<file path="src/heap_sort_batch_macros.svh">
// assertion macros for the batch sorter
`ifndef HEAP_SORT_BATCH_MACROS_SVH
`define HEAP_SORT_BATCH_MACROS_SVH
`ifndef SYNTHESIS
`define HSB_ASSERT_IMP(label, ante, cons) \
  label: assert property (@(posedge clk) disable iff (!rst_n) (ante) |-> (cons)) \
    else $error("heap_sort_batch: same-cycle check failed");
`define HSB_ASSERT_NXT(label, ante, cons) \
  label: assert property (@(posedge clk) disable iff (!rst_n) (ante) |=> (cons)) \
    else $error("heap_sort_batch: next-cycle check failed");
`else
`define HSB_ASSERT_IMP(label, ante, cons)
`define HSB_ASSERT_NXT(label, ante, cons)
`endif
`endif

</file>
<file path="src/hsb_pkg.sv">
// shared types for the batch sorter
package hsb_pkg;

  typedef enum logic {
    ST_FILL,
    ST_DRAIN
  } hsb_state_t;

  // per-cycle command broadcast to every cell
  typedef struct packed {
    logic ins;
    logic shl;
  } cell_ctrl_t;

endpackage

</file>
<file path="src/heap_sort_batch.sv">
// batch sorter top level: chain of sorting cells and fill/drain control
//
//   channel | ports                                       | handshake
//   --------+---------------------------------------------+-----------------
//   input   | in_value, in_last_in                        | in_valid/in_stall
//   result  | out_sorted_value, out_last_out, out_overflow | out_valid/out_stall
//
// each accepted input beat is inserted into the sorted chain (one compare per cell);
// a beat that arrives with the chain full is dropped and sets out_overflow.
// after the closing beat the chain drains one result per cycle from its low end.
// input is stalled while a batch drains; output stalls freeze the chain.
// reset clears the cell valid bits, the fill count and the overflow flag.
module heap_sort_batch
  import hsb_pkg::*;
#(
  parameter int DEPTH = 32
) (
  input  logic               clk,
  input  logic               rst_n,
  input  logic               in_valid,
  output logic               in_stall,
  input  logic signed [31:0] in_value,
  input  logic               in_last_in,
  output logic               out_valid,
  input  logic               out_stall,
  output logic signed [31:0] out_sorted_value,
  output logic               out_last_out,
  output logic               out_overflow
);

`include "heap_sort_batch_macros.svh"

  localparam int CNT_W = $clog2(DEPTH + 1);

  hsb_state_t         state_r, state_nxt;
  logic [CNT_W-1:0]   cnt_r, cnt_nxt;
  logic               flag_r, flag_nxt;
  cell_ctrl_t         ctrl;
  logic               in_acc, out_acc, full;

  logic signed [31:0] cell_val [DEPTH];
  logic [DEPTH-1:0]   cell_valid;
  logic [DEPTH-1:0]   cell_gt;

  for (genvar i = 0; i < DEPTH; i++) begin : g_cell
    logic signed [31:0] l_val, r_val;
    logic               l_valid, l_gt, r_valid;
    if (i == 0) begin : g_first
      assign l_val   = '0;
      assign l_valid = 1'b1;
      assign l_gt    = 1'b0;
    end else begin : g_mid
      assign l_val   = cell_val[i-1];
      assign l_valid = cell_valid[i-1];
      assign l_gt    = cell_gt[i-1];
    end
    if (i == DEPTH - 1) begin : g_end
      assign r_val   = '0;
      assign r_valid = 1'b0;
    end else begin : g_inner
      assign r_val   = cell_val[i+1];
      assign r_valid = cell_valid[i+1];
    end
    hsb_cell u_cell (
      .clk         (clk),
      .rst_n       (rst_n),
      .ctrl        (ctrl),
      .in_value    (in_value),
      .left_val    (l_val),
      .left_valid  (l_valid),
      .left_gt     (l_gt),
      .right_val   (r_val),
      .right_valid (r_valid),
      .val         (cell_val[i]),
      .valid       (cell_valid[i]),
      .gt          (cell_gt[i])
    );
  end

  assign full             = (cnt_r == CNT_W'(DEPTH));
  assign in_stall         = (state_r == ST_DRAIN);
  assign in_acc           = in_valid && !in_stall;
  assign out_valid        = (state_r == ST_DRAIN) && cell_valid[0];
  assign out_acc          = out_valid && !out_stall;
  assign out_sorted_value = cell_val[0];
  assign out_last_out     = !cell_valid[1];
  assign out_overflow     = flag_r;

  always_comb begin
    state_nxt = state_r;
    cnt_nxt   = cnt_r;
    flag_nxt  = flag_r;
    ctrl.ins  = 1'b0;
    ctrl.shl  = 1'b0;
    unique case (state_r)
      ST_FILL: begin
        if (in_acc) begin
          if (full) begin
            flag_nxt = 1'b1;
          end else begin
            ctrl.ins = 1'b1;
            cnt_nxt  = cnt_r + CNT_W'(1);
          end
          if (in_last_in) begin
            state_nxt = ST_DRAIN;
            cnt_nxt   = '0;
          end
        end
      end
      ST_DRAIN: begin
        if (out_acc) begin
          ctrl.shl = 1'b1;
          if (out_last_out) begin
            state_nxt = ST_FILL;
            flag_nxt  = 1'b0;
          end
        end
      end
      default: begin
        state_nxt = ST_FILL;
      end
    endcase
  end

  always_ff @(posedge clk) begin
    if (!rst_n) begin
      state_r <= ST_FILL;
      cnt_r   <= '0;
      flag_r  <= 1'b0;
    end else begin
      state_r <= state_nxt;
      cnt_r   <= cnt_nxt;
      flag_r  <= flag_nxt;
    end
  end

  // a draining chain always has its low cell occupied
  `HSB_ASSERT_IMP(a_drain_nonempty, state_r == ST_DRAIN, cell_valid[0])
  // results leave in ascending order
  `HSB_ASSERT_IMP(a_sorted_head, out_valid && cell_valid[1], cell_val[0] <= cell_val[1])
  // the final beat empties the chain and reopens the input
  `HSB_ASSERT_NXT(a_batch_done, out_acc && out_last_out,
                  state_r == ST_FILL && !cell_valid[0] && cnt_r == '0 && !flag_r)

endmodule

</file>
<file path="src/hsb_cell.sv">
// one cell of the sorted chain: holds one value and its valid bit
module hsb_cell
  import hsb_pkg::*;
(
  input  logic               clk,
  input  logic               rst_n,
  input  cell_ctrl_t         ctrl,
  input  logic signed [31:0] in_value,
  input  logic signed [31:0] left_val,
  input  logic               left_valid,
  input  logic               left_gt,
  input  logic signed [31:0] right_val,
  input  logic               right_valid,
  output logic signed [31:0] val,
  output logic               valid,
  output logic               gt
);

  logic signed [31:0] val_r, val_nxt;
  logic               valid_r, valid_nxt;

  // empty cells count as larger than anything
  assign gt = !valid_r || (val_r > in_value);

  always_comb begin
    val_nxt   = val_r;
    valid_nxt = valid_r;
    if (ctrl.ins && gt) begin
      val_nxt   = left_gt ? left_val : in_value;
      valid_nxt = left_valid;
    end else if (ctrl.shl) begin
      val_nxt   = right_val;
      valid_nxt = right_valid;
    end
  end

  always_ff @(posedge clk) begin
    if (!rst_n) begin
      valid_r <= 1'b0;
    end else begin
      valid_r <= valid_nxt;
    end
  end

  always_ff @(posedge clk) begin
    val_r <= val_nxt;
  end

  assign val   = val_r;
  assign valid = valid_r;

endmodule
</file>
<file path="config.mk">
export PLATFORM = sky130hd
export DESIGN_NAME = heap_sort_batch
export DESIGN_NICKNAME = d
export VERILOG_FILES = /design/src/hsb_pkg.sv /design/src/heap_sort_batch.sv /design/src/hsb_cell.sv
export VERILOG_INCLUDE_DIRS = /design/src /design/src/src
export SDC_FILE = /design/constraint.sdc
export NUM_CORES = 2
export LEC_CHECK = 0
export BUFFER_PORTS_ARGS = -buffer_cell sky130_fd_sc_hd__buf_2
export CAP_MARGIN = 20
export CORE_MARGIN = 5
export CORE_UTILIZATION = 30
export CTS_CLUSTER_DIAMETER = 40
export CTS_CLUSTER_SIZE = 25
export DETAILED_ROUTE_END_ITERATION = 8
export GPL_TIMING_DRIVEN = 0
export PLACE_DENSITY = 0.41
export SLEW_MARGIN = 30
export SYNTH_ARGS = -nofsm -noshare
export SYNTH_HDL_FRONTEND = slang
export SYNTH_SLANG_ARGS = --single-unit
</file>
<file path="constraint.sdc">
create_clock -name clk -period 8.4 [get_ports clk]
set_input_delay 0.42 -clock clk [delete_from_list [all_inputs] [get_ports clk]]
set_output_delay 0.42 -clock clk [all_outputs]
set_load 0.05 [all_outputs]
</file>
==> flow_metrics.py <==
metrics = {
    "status": {
        "status": "finished clean",
    },
    "critical_path": {
        "max_stage_delay_ns": 0.85,
        "crit_fanout": 32,
        "worstSetupEndpointType": "flip-flop",
        "start_kind": "input port",
        "arrival_ns": 5.90,
        "cp_cell_sequence": "buf_2 > clkbuf_2 > inv_4 > buf_16 > ha_1 > nand4_1 > nor4_1 > o31a_1 > o21ai_0 > a21oi_1 > clkbuf_1 > or2_2",
        "setup.worst_path.class": "in2reg",
        "required_ns": 8.92,
        "slowest_stage": "nor4_1",
    },
    "logic_synthesis": {
        "synthAdderAreaFrac_pct": 16.5,
        "netlist_area_um2": 77900,
        "avgSynthCellArea_um2": 10.6,
        "syn_nets": 8435,
        "synth_area_leaders": "edfxtp_1 39%, ha_1 16%, mux2i_1 8.5%, mux2_2 6.8%, a21oi_1 5.7%",
        "synth.distinct_cells": 84,
        "synth_edf_count": 1024,
        "yosysMostFrequentCell": "ha_1",
        "synth-compound-area-share_pct": 14.6,
        "synth_top_family_by_area": "adder cells",
        "ys_seq_area_share_pct": 40.5,
        "async_flop_share_pct": 0,
        "synthCells": 7372,
        "synth_warnings": 0,
        "yosys.area.top_type_share_pct": 39.5,
        "synth_common_cells": "1,026 x ha_1, 1,024 x edfxtp_1, 886 x a21oi_1",
        "post_synth_mux_area_share_pct": 16.4,
        "yosysTopAreaCell": "edfxtp_1",
        "ys.flop_type": "edfxtp_1",
        "synth_simple_gate_area_share_pct": 8.82,
        "synth_seq_cells": 1064,
        "yosys.area_share.xor_xnor_pct": 0.0674,
    },
    "placed_design": {
        "post-dp-hpwl_mm": 294,
        "numPortBuffers": 72,
        "place_area_um2": 85700,
        "place.gp.congestion": 0.886,
    },
    "finish": {
        "num-nets-final": 8906,
        "layout-drive-gt1-share_pct": 18.3,
        "area_growth_pct": 21.6,
        "final_area_um2": 94700,
        "final_util_pct": 36.6,
    },
    "clock_network": {
        "cts_sinks": 1064,
        "ctsResizeCount": 0,
        "clk_latency_ns": 0.92,
        "clk_pin_slew_ns": 0.04,
        "htreeDepth": 5,
        "cts_tree": "done",
        "clk_path_buf_depth": 4,
        "cts-root-buf": "clkbuf_16",
        "cts_buffers": 284,
    },
    "sta": {
        "slew_headroom_pct": 25.1,
        "hold_ws_ns": 0.0777,
        "slew_viol_final": 0,
        "finalCritPeriodShare_pct": 64.0,
        "post-route-min-period_ns": 5.38,
        "max_freq_mhz": 186,
        "worst_pin_slew_ns": 1.11,
        "clock_skew_ns": 0.0732,
        "finalHoldViolCount": 0,
        "rsz0062_at_grt": "false",
        "setup_viol": 0,
    },
    "grt": {
        "grt_pass1_vias": 66084,
        "grtUsageTotal_pct": 26.1,
        "grt_max_degree": 33,
        "grt_antenna_before_repair": 31,
        "grt_pass1_wl_mm": 504,
        "grt_overflow": 0,
    },
    "detailed_routing": {
        "viasPerCell": 5.75,
        "wirelength_mm": 367,
        "drtIter0Drc": 6249,
        "dr.pass1.iters": 7,
        "final_antenna_net_count": 0,
        "drc_errors": 0,
        "num_vias": 65885,
        "wl_per_cell_um": 32.0,
    },
    "job": {
        "cap_violations": 0,
    },
    "die": {
        "die_area_um2": 270000,
        "fp-row-count": 187,
        "start_util_pct": 30.1,
        "ios": 73,
        "core_um2": 259000,
        "die_h_um": 520,
        "die_w_um": 520,
    },
    "pwr": {
        "power_density_nw_per_um2": 239,
        "power_mw": 22.6,
        "ir_worst_vdd_mv": 0.217,
        "p_leak_nw": 37.4,
    },
    "min_path": {
        "hp-class": "in2reg",
    },
}
## kinds of logic after synthesis
family,count (synthesis)
adders and majority gates,1026
AOI/OAI and AO/OA,2043
muxes,1192
xor gates and xnor gates,6
DFF,1064
and+or+nand+nor,1467
buffers and inverters,574
## state kept, by name, indices dropped and copies added (netlist names)
register	cells
g_cell.u_cell.val	1024
g_cell.u_cell.valid	32
cnt_r	6
in_stall	1
out_overflow	1
## where the power goes
| part | internal [mW] | leakage, nW | switching, mW |
|---|---|---|---|
| Combinational | 1.78 | 22.9 | 2.83 |
| Clock | 7.05 | 4.37 | 3.46 |
| Sequential | 6.76 | 10.2 | 0.754 |
## worst max-delay path: cells and delay by family
kind / cells / cell delay [ns]
AO/OA/AOI/OAI: 3 / 1.10
buffers and inverters: 5 / 2.01
adder cells (fa/ha/maj): 1 / 0.41
AND/OR/NAND/NOR: 3 / 1.74
## final cells by class
class | instances | area (um2)
fillers | 25675 | 164000
multi-input cells | 5734 | 44200
flip-flops and latches | 1064 | 31600
clock buffers | 335 | 7440
well taps | 3402 | 4260
repair buffers | 185 | 3110
plain buffers | 457 | 2140
clock inverters | 156 | 1540
inverters | 117 | 517
diodes | 6 | 15.0
## final timing paths
check,to,from,cells after the start,slack [ns]
setup / recovery,g_cell[6].u_cell.val[16],in_value[18],12,3.02
hold / removal,g_cell[1].u_cell.val[7],in_value[7],3,0.08
setup reg to reg,g_cell[5].u_cell.val[23],g_cell[5].u_cell.val[27],11,3.55
hold reg to reg,out_overflow,out_overflow,2,0.49
## what timing repair did
| action | 4_1_cts | 5_1_grt |
|---|---|---|
| hold endpoints to repair | 10 | 0 |
| hold buffers | 2 | 0 |
| setup buffers | 0 | 0 |
## cells in the final DEF (no fill, tap or decap), types with 47 or more instances in the layout
cell,count
clkbuf_1,217
a21o_1,63
mux2_2,468
clkbuf_16,288
nand3_1,106
clkinv_2,48
nor3_1,47
ha_1,1026
clkbuf_2,93
nand2_1,433
a21oi_1,886
nor2_1,448
o21ai_0,760
nor2b_1,53
mux2_4,56
buf_16,70
edfxtp_1,1024
buf_2,207
nand4_1,220
mux2i_1,663
inv_1,86
## layer usage
| metal | vias up | GRT usage [%] | wire [um] |
|---|---|---|---|
| met5 | - | 0 | 28 |
| met4 | 4 | 11.8 | 18600 |
| met3 | 735 | 5.44 | 26100 |
| met2 | 2600 | 42.4 | 168000 |
| met1 | 33081 | 33.3 | 155000 |
| li1 | 29465 | - | - |
## stage by stage
step / setup TNS, ns / worst slack, ns / instances
2_1_floorplan: 0 / 2.49 / 7372
3_3_place_gp: -992.11 / -2.77 / 10846
3_5_place_dp: 0 / 2.29 / 10957
4_1_cts: 0 / 3.25 / 11450
5_1_grt: 0 / 3.05 / 11451
6_report: 0 / 3.02 / 11456
(Power assumes the default switching activity.)
